==> src/rtl/core/erd_pkg.sv <==
`timescale 1ns / 1ps

package erd_pkg;

  // Record layout and timestamp constants.
  localparam int unsigned RecordBytes = 5;
  localparam int unsigned TsWidth     = 23;
  localparam logic [7:0]  MarkerY     = 8'd240;
  localparam logic [31:0] OffsetStep  = 32'd1 << TsWidth;
  localparam logic [7:0]  SensorReset = 8'd34;

  // Configuration register indexes.
  localparam logic RegSensorWidth  = 1'b0;
  localparam logic RegSensorHeight = 1'b1;

  // Result status codes.
  typedef enum logic [1:0] {
    STATUS_EVENT     = 2'd0,
    STATUS_INVALID   = 2'd1,
    STATUS_OFFSET_OV = 2'd2,
    STATUS_TRUNCATED = 2'd3
  } status_e;

  // One input transaction.
  typedef struct packed {
    logic [7:0] data_byte;
    logic       end_of_file;
  } in_item_t;

  // One result transaction.
  typedef struct packed {
    status_e     status;
    logic [7:0]  pos_x;
    logic [7:0]  pos_y;
    logic        polarity;
    logic [31:0] event_time;
  } out_item_t;

  // Outcome of evaluating a complete record.
  typedef struct packed {
    logic marker;     // record is an overflow marker
    logic emit;       // record produces a result
    logic error;      // result is an error, decoding stops until end of file
  } rec_ctrl_t;

endpackage

==> src/rtl/core/event_record_decoder.sv <==
`timescale 1ns / 1ps
// Output: the result is registered, and it appears on the output register in the cycle after the byte that completes
// the record (or ends the file early) is accepted.
// Throughput: one byte per cycle; the output register lets a new byte in while the held
// result is being taken, and input stalls only while a result waits and out_ready_i is low.
// Reset: asynchronous, active low; clears the decode state and output valid, and sets both
// sensor dimensions to 34. Held record bytes are not reset.

module event_record_decoder import erd_pkg::*; (
  input  logic      clk_i,
  input  logic      rst_ni,
  input  logic      cfg_we_i,
  input  logic      cfg_index_i,
  input  logic [7:0] cfg_data_i,
  input  logic      in_valid_i,
  output logic      in_ready_o,
  input  in_item_t  in_item_i,
  output logic      out_valid_o,
  input  logic      out_ready_i,
  output out_item_t out_item_o
);

  logic [7:0]  sensor_width_q, sensor_height_q;
  logic [2:0]  byte_pos_q, byte_pos_d;
  logic [7:0]  held_q [4];
  logic [31:0] time_offset_q, time_offset_d;
  logic        error_q, error_d;
  logic        out_valid_q, out_valid_d;
  out_item_t   out_q, out_d;
  logic        in_fire;
  logic        hold_byte;
  rec_ctrl_t   rec_ctrl;
  out_item_t   rec_result;

  assign in_ready_o  = !out_valid_q || out_ready_i;
  assign in_fire     = in_valid_i && in_ready_o;
  assign out_valid_o = out_valid_q;
  assign out_item_o  = out_q;
  assign hold_byte   = in_fire && !error_q && (byte_pos_q != 3'(RecordBytes - 1));

  // Configuration registers.
  always_ff @(posedge clk_i or negedge rst_ni) begin
    if (!rst_ni) begin
      sensor_width_q  <= SensorReset;
      sensor_height_q <= SensorReset;
    end else if (cfg_we_i) begin
      case (cfg_index_i)
        RegSensorWidth:  sensor_width_q  <= cfg_data_i;
        RegSensorHeight: sensor_height_q <= cfg_data_i;
        default: ;
      endcase
    end
  end

  // Record evaluation on the fifth byte.
  erd_eval u_eval (
    .x_i            (held_q[0]),
    .y_i            (held_q[1]),
    .b2_i           (held_q[2]),
    .b3_i           (held_q[3]),
    .b4_i           (in_item_i.data_byte),
    .time_offset_i  (time_offset_q),
    .sensor_width_i (sensor_width_q),
    .sensor_height_i(sensor_height_q),
    .ctrl_o         (rec_ctrl),
    .result_o       (rec_result)
  );

  // Decode state and output register next values.
  always_comb begin
    byte_pos_d    = byte_pos_q;
    time_offset_d = time_offset_q;
    error_d       = error_q;
    out_valid_d   = out_valid_q && !out_ready_i;
    out_d         = out_q;
    if (in_fire && !error_q) begin
      if (byte_pos_q != 3'(RecordBytes - 1)) begin
        byte_pos_d = byte_pos_q + 3'd1;
        if (in_item_i.end_of_file) begin
          out_valid_d  = 1'b1;
          out_d        = '0;
          out_d.status = STATUS_TRUNCATED;
        end
      end else begin
        byte_pos_d = '0;
        if (rec_ctrl.marker && !rec_ctrl.error) begin
          time_offset_d = time_offset_q + OffsetStep;
        end
        if (rec_ctrl.error) begin
          error_d = 1'b1;
        end
        if (rec_ctrl.emit) begin
          out_valid_d = 1'b1;
          out_d       = rec_result;
        end
      end
    end
    // End of file clears all decode state after its own result.
    if (in_fire && in_item_i.end_of_file) begin
      byte_pos_d    = '0;
      time_offset_d = '0;
      error_d       = 1'b0;
    end
  end

  // Control registers.
  always_ff @(posedge clk_i or negedge rst_ni) begin
    if (!rst_ni) begin
      byte_pos_q    <= '0;
      time_offset_q <= '0;
      error_q       <= 1'b0;
      out_valid_q   <= 1'b0;
    end else begin
      byte_pos_q    <= byte_pos_d;
      time_offset_q <= time_offset_d;
      error_q       <= error_d;
      out_valid_q   <= out_valid_d;
    end
  end

  // Payload registers: held record bytes and the result.
  always_ff @(posedge clk_i) begin
    if (hold_byte) begin
      held_q[byte_pos_q[1:0]] <= in_item_i.data_byte;
    end
    out_q <= out_d;
  end

  // An error always leaves the byte counter at the start of a record.
  assert property (@(posedge clk_i) disable iff (!rst_ni) error_q |-> (byte_pos_q == '0))
    else $error("error state with a partial record held");

  // The byte counter never passes the last byte of a record.
  assert property (@(posedge clk_i) disable iff (!rst_ni)
      byte_pos_q <= 3'(RecordBytes - 1))
    else $error("byte position out of range");

  // An event result is never pending while decoding is stopped by an error.
  assert property (@(posedge clk_i) disable iff (!rst_ni)
      (out_valid_q && (out_q.status == STATUS_EVENT)) |-> !error_q)
    else $error("event result pending in error state");

endmodule

==> src/rtl/core/erd_eval.sv <==
`timescale 1ns / 1ps

module erd_eval import erd_pkg::*; (
  input  logic [7:0]  x_i,
  input  logic [7:0]  y_i,
  input  logic [7:0]  b2_i,
  input  logic [7:0]  b3_i,
  input  logic [7:0]  b4_i,
  input  logic [31:0] time_offset_i,
  input  logic [7:0]  sensor_width_i,
  input  logic [7:0]  sensor_height_i,
  output rec_ctrl_t   ctrl_o,
  output out_item_t   result_o
);

  logic [TsWidth-1:0] ts;
  logic [32:0]        sum;
  logic               offset_full;
  logic               out_of_range;

  // Assemble the 23-bit timestamp and form the absolute time with carry.
  assign ts  = {b2_i[6:0], b3_i, b4_i};
  assign sum = {1'b0, time_offset_i} + {{(33 - TsWidth){1'b0}}, ts};

  // Adding one offset step would pass 2^32 - 1 exactly when the top bits are all set.
  assign offset_full  = &time_offset_i[31:TsWidth];
  assign out_of_range = (x_i >= sensor_width_i) || (y_i >= sensor_height_i) || sum[32];

  // Classify the record and build its result.
  always_comb begin
    ctrl_o   = '0;
    result_o = '0;
    result_o.status = STATUS_EVENT;
    if (y_i == MarkerY) begin
      ctrl_o.marker = 1'b1;
      if (offset_full) begin
        ctrl_o.emit     = 1'b1;
        ctrl_o.error    = 1'b1;
        result_o.status = STATUS_OFFSET_OV;
      end
    end else if (out_of_range) begin
      ctrl_o.emit     = 1'b1;
      ctrl_o.error    = 1'b1;
      result_o.status = STATUS_INVALID;
    end else begin
      ctrl_o.emit         = 1'b1;
      result_o.pos_x      = x_i;
      result_o.pos_y      = y_i;
      result_o.polarity   = b2_i[7];
      result_o.event_time = sum[31:0];
    end
  end

endmodule

==> config.mk <==
export PLATFORM = sky130hd
export DESIGN_NAME = event_record_decoder
export DESIGN_NICKNAME = d
export VERILOG_FILES = /design/src/rtl/core/erd_pkg.sv /design/src/rtl/core/event_record_decoder.sv /design/src/rtl/core/erd_eval.sv
export SDC_FILE = /design/constraint.sdc
export NUM_CORES = 1
export LEC_CHECK = 0
export BUFFER_PORTS_ARGS = -buffer_cell sky130_fd_sc_hd__buf_2
export CAP_MARGIN = 5
export CORE_AREA = 2 2 107 109
export DETAILED_ROUTE_END_ITERATION = 8
export DIE_AREA = 0 0 109 111
export PLACE_DENSITY = 0.67
export SYNTH_ARGS = -nofsm -noshare
export SYNTH_HDL_FRONTEND = slang
export SYNTH_SLANG_ARGS = --single-unit
==> constraint.sdc <==
create_clock -name clk_i -period 15.77 [get_ports clk_i]
set_clock_uncertainty 0.05 [all_clocks]
set_input_delay 3.154 -clock clk_i [delete_from_list [all_inputs] [get_ports clk_i]]
set_output_delay 3.154 -clock clk_i [all_outputs]
set_load 0.01 [all_outputs]
==> results.md, run 1 <==
* YS warnings at 0
* Number of hold violations in the final report at 0
* Iteration-0 DRC Markers at 168
* Number of synthesized register bits at 113
* Max-cap viol count at 0
* Share of the synthesized area in compound gates (AO/OA/AOI/OAI) at 3.56%
* Number of buffers on the longest clock path at 2
* Fraction of the mapped netlist area in simple logic gates at 17.6%
* Detailed-router iteration count before antenna repair at 4
* Clock-pin transition on the worst setup and hold timing paths at 0.05 ns
* Layout cells sized above 1 at 26.9%
* Vias at 3322
* Worst Setup End Kind: primary output
* Die width at 109 um
* Fraction of the yosys area taken by sequential cells at 64.1%
* Boundary pin count at 76
* Setup violation total in the final timing report at 0
* Placed Instances at around 620
* Met3 layer usage reported by global route at 4.94%
* Post-Place Cell Area at 5580 um2
* Static power due to leakage at 0.00255 uW
* Worst setup path end: in_ready_o
* Wire length of the first global-routing pass at between 15 and 20 mm
* Crit-path max FO at 6
* Type of element launching the critical path: primary input
* Synthesized-area fraction occupied by adder cells at 5.68%
* Diode count at 0
* Antenna violations before repair at 0
* Power density over the cells at 136 nW/um2
* Global Route met2 Usage at 29.0%
* Vias per Instance at 5.13
* Number of max-slew violations in the final report at 0
* Vertical extent of the die at 111 um
* TritonCTS clock tree: built
* Initial Utilization at 45.7%
* Final net count at ~540
* Most Crowded Layer GR: met2
* Post-layout instance area at 6220 um2
* WL/cell at ~16 um
* Category of the most critical setup path: in -> out
* Full die area at ~12000 um2
* Met1 Use GR at 25.0%
* Cts repair resizes at 0
* Rel. slew slack at 42.9%
* H-Tree Depth at 4
* # clock sinks at 113
* Cell area after synthesis at a little over 5000 um2
* Proportion of synthesized area in mux cells at 2.00%
* Syn nets at between 400 and 500
* Total Wirelength at 10.4 mm
* Post-synthesis area per instance at 12.4 um2
* Dominant combinational cell family by area after synthesis: simple AND/OR/NAND/NOR gates
* Post-synthesis to final-layout area growth at 22.7%
* Tightest Hold Check Type: reg -> reg
* DRC violations left at 0
* Vias in the first global route at 3375
* Cell depth of the worst flop-to-flop path at 8
* Unrepaired setup endpoints after global routing: no
* Area of the core at 11100 um2
* Overall track demand over capacity in global routing at 18.8%
* Run status: finished clean
* Total global routing overflow at 0
* Final HPWL DP at slightly above 7 mm
* Post-route ant nets at 0
* Count of buffers added by post-CTS timing repair for setup at 0
* Transition time of the tightest slew-check pin at between 0.8 and 0.9 ns
* Achievable clock frequency at approximately 0.15 GHz
* Count of input and output buffers at 75
* Count of hold-fix buffers inserted at cts at 0
* Final Wtd Congestion at approximately 0.82
* TritonCTS Buffers at 17
* Final min period at 6.82 ns
* Number of distinct library cell variants in the gate-level netlist after synthesis at 39
* Largest net degree at the start of global routing at 51
* Number of core rows at 39
* Synthesized instance count at 410
* Setup slack of the most critical reg-to-reg path at between 10 and 15 ns
* Total chip power at 845 uW
* Critical path required time at 12.57 ns
* Clock latency reported for the late side of the worst-skew pair at 0.41 ns
* Number of standard cells in the layout, taps in and fillers out at 648
* Start point of the critical path: out_ready_i
* Root buf cell: clkbuf_16
* Reg-to-reg critical path endpoint: out_item_o[8]
* Sum of negative setup slack at 0 ns
* Maximum vdd drop at 0.0642 mV
* Ratio of final minimum period to clock period at 43.3%
* Reg-to-Reg Start: sensor_height_q[5]
* Post-synthesis share of cell area spent on xor and xnor gates at 3.80%
* Worst endpoint data arrival time at 3.62 ns
[area by class of cell]
type | count | area [um2]
clock buffers | 18 | 429
fillers | 905 | 4860
flip-flops and latches | 113 | 3250
clock inverters | 14 | 211
well taps | 143 | 179
repair buffers | 79 | 405
inverters | 20 | 75.1
multi-input cells | 261 | 1670
[cells in the mapped netlist]
cell      instances  area, um2
a21o_1            3       22.5
edfxtp_1         83       2490
dfstp_2           4        105
nor2_1           46        173
xor2_1            8       70.1
nor4_1            2       12.5
a211oi_1          3       22.5
o31ai_1           1       7.51
a21oi_1           6       30.0
a221o_1           1       10.0
nor3_1           14       70.1
dfrtp_1          26        651
nor4_2            1       12.5
nand2_1          50        188
buf_4             4       30.0
o21ai_0          13       65.1
nand4_1           9       56.3
nor3_2           10        100
mux2_2            9        101
and2_1            5       31.3
buf_2             2       10.0
a31oi_1           1       6.26
and3_1           14       87.6
ha_1             23        288
xnor2_1          14        123
and4_1            4       35.0
nand3b_1          2       15.0
buf_6             1       11.3
nor2b_1           2       12.5
o31a_1            1       8.76
nand3_2           1       10.0
or2_2             1       6.26
conb_1            1       3.75
nand3_1          11       55.1
o211ai_1          1       7.51
clkbuf_1          9       33.8
or4_1             3       22.5
nand2b_1          1       6.26
inv_1            20       75.1
[worst max-delay path, stage by stage]
cell and delay (ns):
buf_2 0.10, nand2b_1 0.19, buf_2 0.17
[cell families after synthesis]
group	after synthesis
muxes	9
AOI/OAI and AO/OA	30
and+or+nand+nor	176
buffers and inverters	36
xor gates and xnor gates	22
other	1
DFF	113
adders and majority gates	23
[routing by layer]
| metal | routed length, um | vias to the layer above |
|---|---|---|
| li1 | - | 1627 |
| met4 | 74 | 0 |
| met3 | 553 | 6 |
| met2 | 4990 | 100 |
| met5 | 0 | - |
| met1 | 4770 | 1589 |
[sequential cells by signal (all words and copies together) (netlist names)]
signal	flops
time_offset_q	9
out_valid_o	1
sensor_height_q	8
byte_pos_q	3
held_q	32
out_item_o	51
error_q	1
sensor_width_q	8
[power breakdown]
group	internal [uW]	switching, uW	total (uW)
combinational	28.1	47.9	76.0
clock	280	132	412
sequential	346	11.0	357
total	654	191	845
[per-stage QoR]
step / util, % / hold slack [ns] / setup WS (ns)
global placement: 50.4 / 0.441 / 8.96
finish: 56.2 / 0.461 / 8.95
floorplan: - / 0.429 / 7.78
CTS: 56.2 / 0.463 / 8.95
global route: 56.2 / 0.473 / 8.91
detailed placement: 50.4 / 0.449 / 8.95
[layout by cell type, fill, tap and decap left out, types with 4 or more instances in the layout]
cell,n
and2_1,5
nand3_1,11
xor2_1,8
edfxtp_1,83
nor3_1,14
and3_1,14
nor3_2,10
o21ai_0,13
ha_1,23
buf_4,4
mux2_2,9
xnor2_1,14
nand4_1,9
dfstp_2,4
dfrtp_1,26
a21oi_1,6
nor2_1,46
buf_2,75
nand2_1,50
and4_1,4
bufinv_16,5
clkbuf_16,17
inv_1,20
[worst min-delay path by stage]
stage / from / endpoint / slack (ns) / cells after the start
6_report: out_valid_o / out_valid_o / 0.46 / 1
5_1_grt: sensor_height_q[4] / sensor_height_q[4] / 0.47 / 1
4_1_cts: sensor_height_q[7] / sensor_height_q[7] / 0.46 / 1
3_5_place_dp: out_valid_o / out_valid_o / 0.45 / 1
3_3_place_gp: sensor_height_q[7] / sensor_height_q[7] / 0.44 / 1
2_1_floorplan: sensor_height_q[2] / sensor_height_q[2] / 0.43 / 1
No activity file was read; power rests on OpenSTA's default activity.
==> inputs of run 2 (changes only) <==
--- a/config.mk
+++ b/config.mk
@@ -5,11 +5,12 @@
 export SDC_FILE = /design/constraint.sdc
 export NUM_CORES = 1
 export LEC_CHECK = 0
+export ABC_AREA = 1
 export BUFFER_PORTS_ARGS = -buffer_cell sky130_fd_sc_hd__buf_2
 export CAP_MARGIN = 5
-export CORE_AREA = 2 2 107 109
+export CORE_AREA = 2 2 109 111
 export DETAILED_ROUTE_END_ITERATION = 8
-export DIE_AREA = 0 0 109 111
+export DIE_AREA = 0 0 111 113
 export PLACE_DENSITY = 0.67
 export SYNTH_ARGS = -nofsm -noshare
 export SYNTH_HDL_FRONTEND = slang
==> constraint.sdc (replaced) <==
create_clock -name clk_i -period 6.4 [get_ports clk_i]
set_clock_uncertainty 0.05 [all_clocks]
set_input_delay 1.28 -clock clk_i [delete_from_list [all_inputs] [get_ports clk_i]]
set_output_delay 1.28 -clock clk_i [all_outputs]
set_load 0.01 [all_outputs]
==> run 2 against run 1 <==
  * Register-to-register slack got worse by 8.7 ns
  * Cell area increased by 2.2%
  * Hold slack lost 0.024 ns
  * Combinational power grew to 5.4 times the previous value
  * Flip-flop and latch count did not move
  * Global-route usage decreased by 0.34 points
  * Largest cell class unchanged
  * Synthesized cell count grew 22%
  * Clock power increased by 130%
  * Largest power group is now sequential cells
  * Area after synthesis up 3.7%
  * Core utilization up 0.26 points
  * Via count rose by 7.6%
  * Non-clock buffer count is 4 lower
==> results.md, run 2 <==
* DRC violations left at 0
* Start point of the critical path: out_ready_i
* Count of buffers added by post-CTS timing repair for setup at 0
* Most common library cell in the layout ignoring fill and taps: nand2_1
* Type of element launching the critical path: primary input
* Routed metal-1 wire length at 4.91 mm
* Number of max-slew violations in the final report at 0
* Rel. slew slack at 29.5%
* H-Tree Depth at 4
* Max-cap viol count at 0
* Final min period at ~3.0 ns
* Iteration-0 DRC Markers at 181
* Achievable clock frequency at 0.339 GHz
* Vias at 3574
* Category of the most critical setup path: in -> out
* Most numerous cell types in the synthesized netlist: nand2_1, inv_1, edfxtp_1, nor2_1, dfrtp_1
* Cell depth of the worst flop-to-flop path at 10
* Cts repair resizes at 0
* Startpoint of the most critical hold path: sensor_width_q[2]
* Number of standard cells in the layout, taps in and fillers out at 744
* Diode count at 0
* Commonest cells after routing, fill and taps aside: nand2_1, inv_1, edfxtp_1
* Utilization after layout at a little under three fifths
* WL/cell at 14.4 um
* Total Wirelength at 10.7 mm
* Setup violation total in the final timing report at 0
* Number of core rows at 39
* TritonCTS Buffers at 17
* Vias per Instance at approximately 4.8
* # clock sinks at 113
* Total global routing overflow at 0
* Critical path required time at 5.07 ns
* TritonCTS clock tree: built
* Placed Instances at roughly 710
* Largest stage delay on the critical path at 0.14 ns
* Full die area at 12500 um2
* Root buf cell: clkbuf_16
* Ratio of final minimum period to clock period at 46.1%
* Final HPWL DP at 7.53 mm
* Initial Utilization at between 40% and 50%
* Post-route ant nets at 0
* Post-synthesis to final-layout area growth at 21.0%
* Unrepaired setup endpoints after global routing: no
* WL met3 at roughly 620 um
* Reg-to-Reg Start: time_offset_q[23]
* YS warnings at 0
* Setup slack of the most critical reg-to-reg path at 3.77 ns
* Sum of negative setup slack at 0 ns
* Clock latency reported for the late side of the worst-skew pair at 0.41 ns
* Clock-pin transition on the worst setup and hold timing paths at 0.05 ns
* Wire length of the first global-routing pass at 17.6 mm
* Boundary pin count at between 70 and 80
* Fraction of the yosys area taken by sequential cells at between 60 and 70%
* Highest Signal Layer: met4
* Transition time of the tightest slew-check pin at 1.06 ns
* Number of distinct library cell variants in the gate-level netlist after synthesis at 32
* Dominant cell type by area after synthesis: edfxtp_1
* Number of synthesized register bits at 113
* Die width at approximately 110 um
* Crit-path max FO at 3
* Overall track demand over capacity in global routing at 18.5%
* Worst endpoint data arrival time at 1.62 ns
* Most frequent cell after synthesis: nand2_1
* Met2 routed wirelength at 5.02 mm
* Cell area after synthesis at 5260 um2
* Share of the synthesized area in the top cell type at about 47%
* Worst Setup End Kind: primary output
* Leading cell types by total area after synthesis: edfxtp_1, dfrtp_1, nand2_1
* Number of buffers on the longest clock path at 2
* Count of input and output buffers at 75
* Maximum vdd drop at 0.199 mV
* Hold EP: sensor_width_q[2]
* Largest net degree at the start of global routing at 52
* Crit path top cell by count: buf_2
* Detailed-router iteration count before antenna repair at 5
* Count of hold-fix buffers inserted at cts at 0
* Number of hold violations in the final report at 0
* Power density over the cells at 375 nW/um2
* Total chip power at roughly 2400 uW
* Syn nets at 548
* Antenna violations before repair at 0
* Run status: finished clean
* Post-synthesis area per instance at 10.5 um2
* Async set-reset flop share out of synthesis at 26.5%
* Static power due to leakage at 0.00278 uW
* Synthesized instance count at 502
* Area of the core at between 10000 and 15000 um2
* Tightest Hold Check Type: reg -> reg
* Vias in the first global route at ~3600
* Hold_ws at 0.436 ns
* Final Wtd Congestion at slightly above 0.9
* Number of synthesized flops with an enable pin at 83
* Critical path, cell by cell: buf_2 -> inv_1 -> nand2_1 -> buf_2
* Commonest register cell after synthesis: edfxtp_1
* Slowest CP cell: buf_2
* Final net count at 634
* Worst hold stages at 2
* Reg-to-reg critical path endpoint: out_item_o[42]
* Vertical extent of the die at approximately 110 um
* Layout cells sized above 1 at 22.5%
* Flip-flop count of the largest register, all copies and words added at slightly above 50
run 2: changes by cell type after synthesis, sizes merged, moves of 9 or more:
cell	change
and3	-14
inv	+70
mux2	-9
nand2	+46
nor2	+46
nor3	-19
o21ai	+11
xnor2	-9
run 2: logic make-up (layout without fill, tap and decap cells):
kind of cell	Yosys count	count (layout)	synth area share (%)
fa+ha+maj	23	23	5.48
simple gates	217	217	19.1
flops	113	113	61.8
other cells	1	1	0.0714
xor+xnor	14	14	2.33
buf+inv	98	197	7.67
compound gates	36	36	3.55
run 2: through the flow:
stage | setup WS (ns) | instance area [um2]
floorplan | 3.01 | 5260
global placement | 3.21 | 5740
detailed placement | 3.08 | 5740
CTS | 3.44 | 6360
global route | 3.33 | 6360
finish | 3.45 | 6360
run 2: power breakdown:
group          total, uW  internal [uW]  switching, uW  leakage (uW)
clock                965            632            332      0.000281
sequential          1010            945           65.7       0.00115
combinational        407            134            273       0.00134
run 2: final cells by class:
cell class              count  area (um2)
flip-flops and latches    113        3250
inverters                  90         338
repair buffers             75         375
clock buffers              20         457
multi-input cells         291        1600
fillers                   950        4910
well taps                 143         179
clock inverters            12         158
run 2: worst max path at each step:
stage | cells after the start | slack (ns) | endpoint
final | 4 | 3.45 | in_ready_o
after global routing | 9 | 3.33 | out_item_o[14]
after CTS | 4 | 3.44 | in_ready_o
after detailed placement | 9 | 3.08 | out_item_o[15]
after global placement | 9 | 3.21 | out_item_o[42]
after floorplan | 8 | 3.01 | out_item_o[0]
run 2: layer usage:
metal	global-route usage, %	vias up
met3	4.82	14
met5	0	-
met1	23.8	1663
li1	-	1781
met2	28.4	116
met4	10.8	0
run 2: worst max-delay path: cells and delay by family:
family | cells | cell delay, ns
AND/OR/NAND/NOR | 1 | 0.06
buffers and inverters | 3 | 0.27
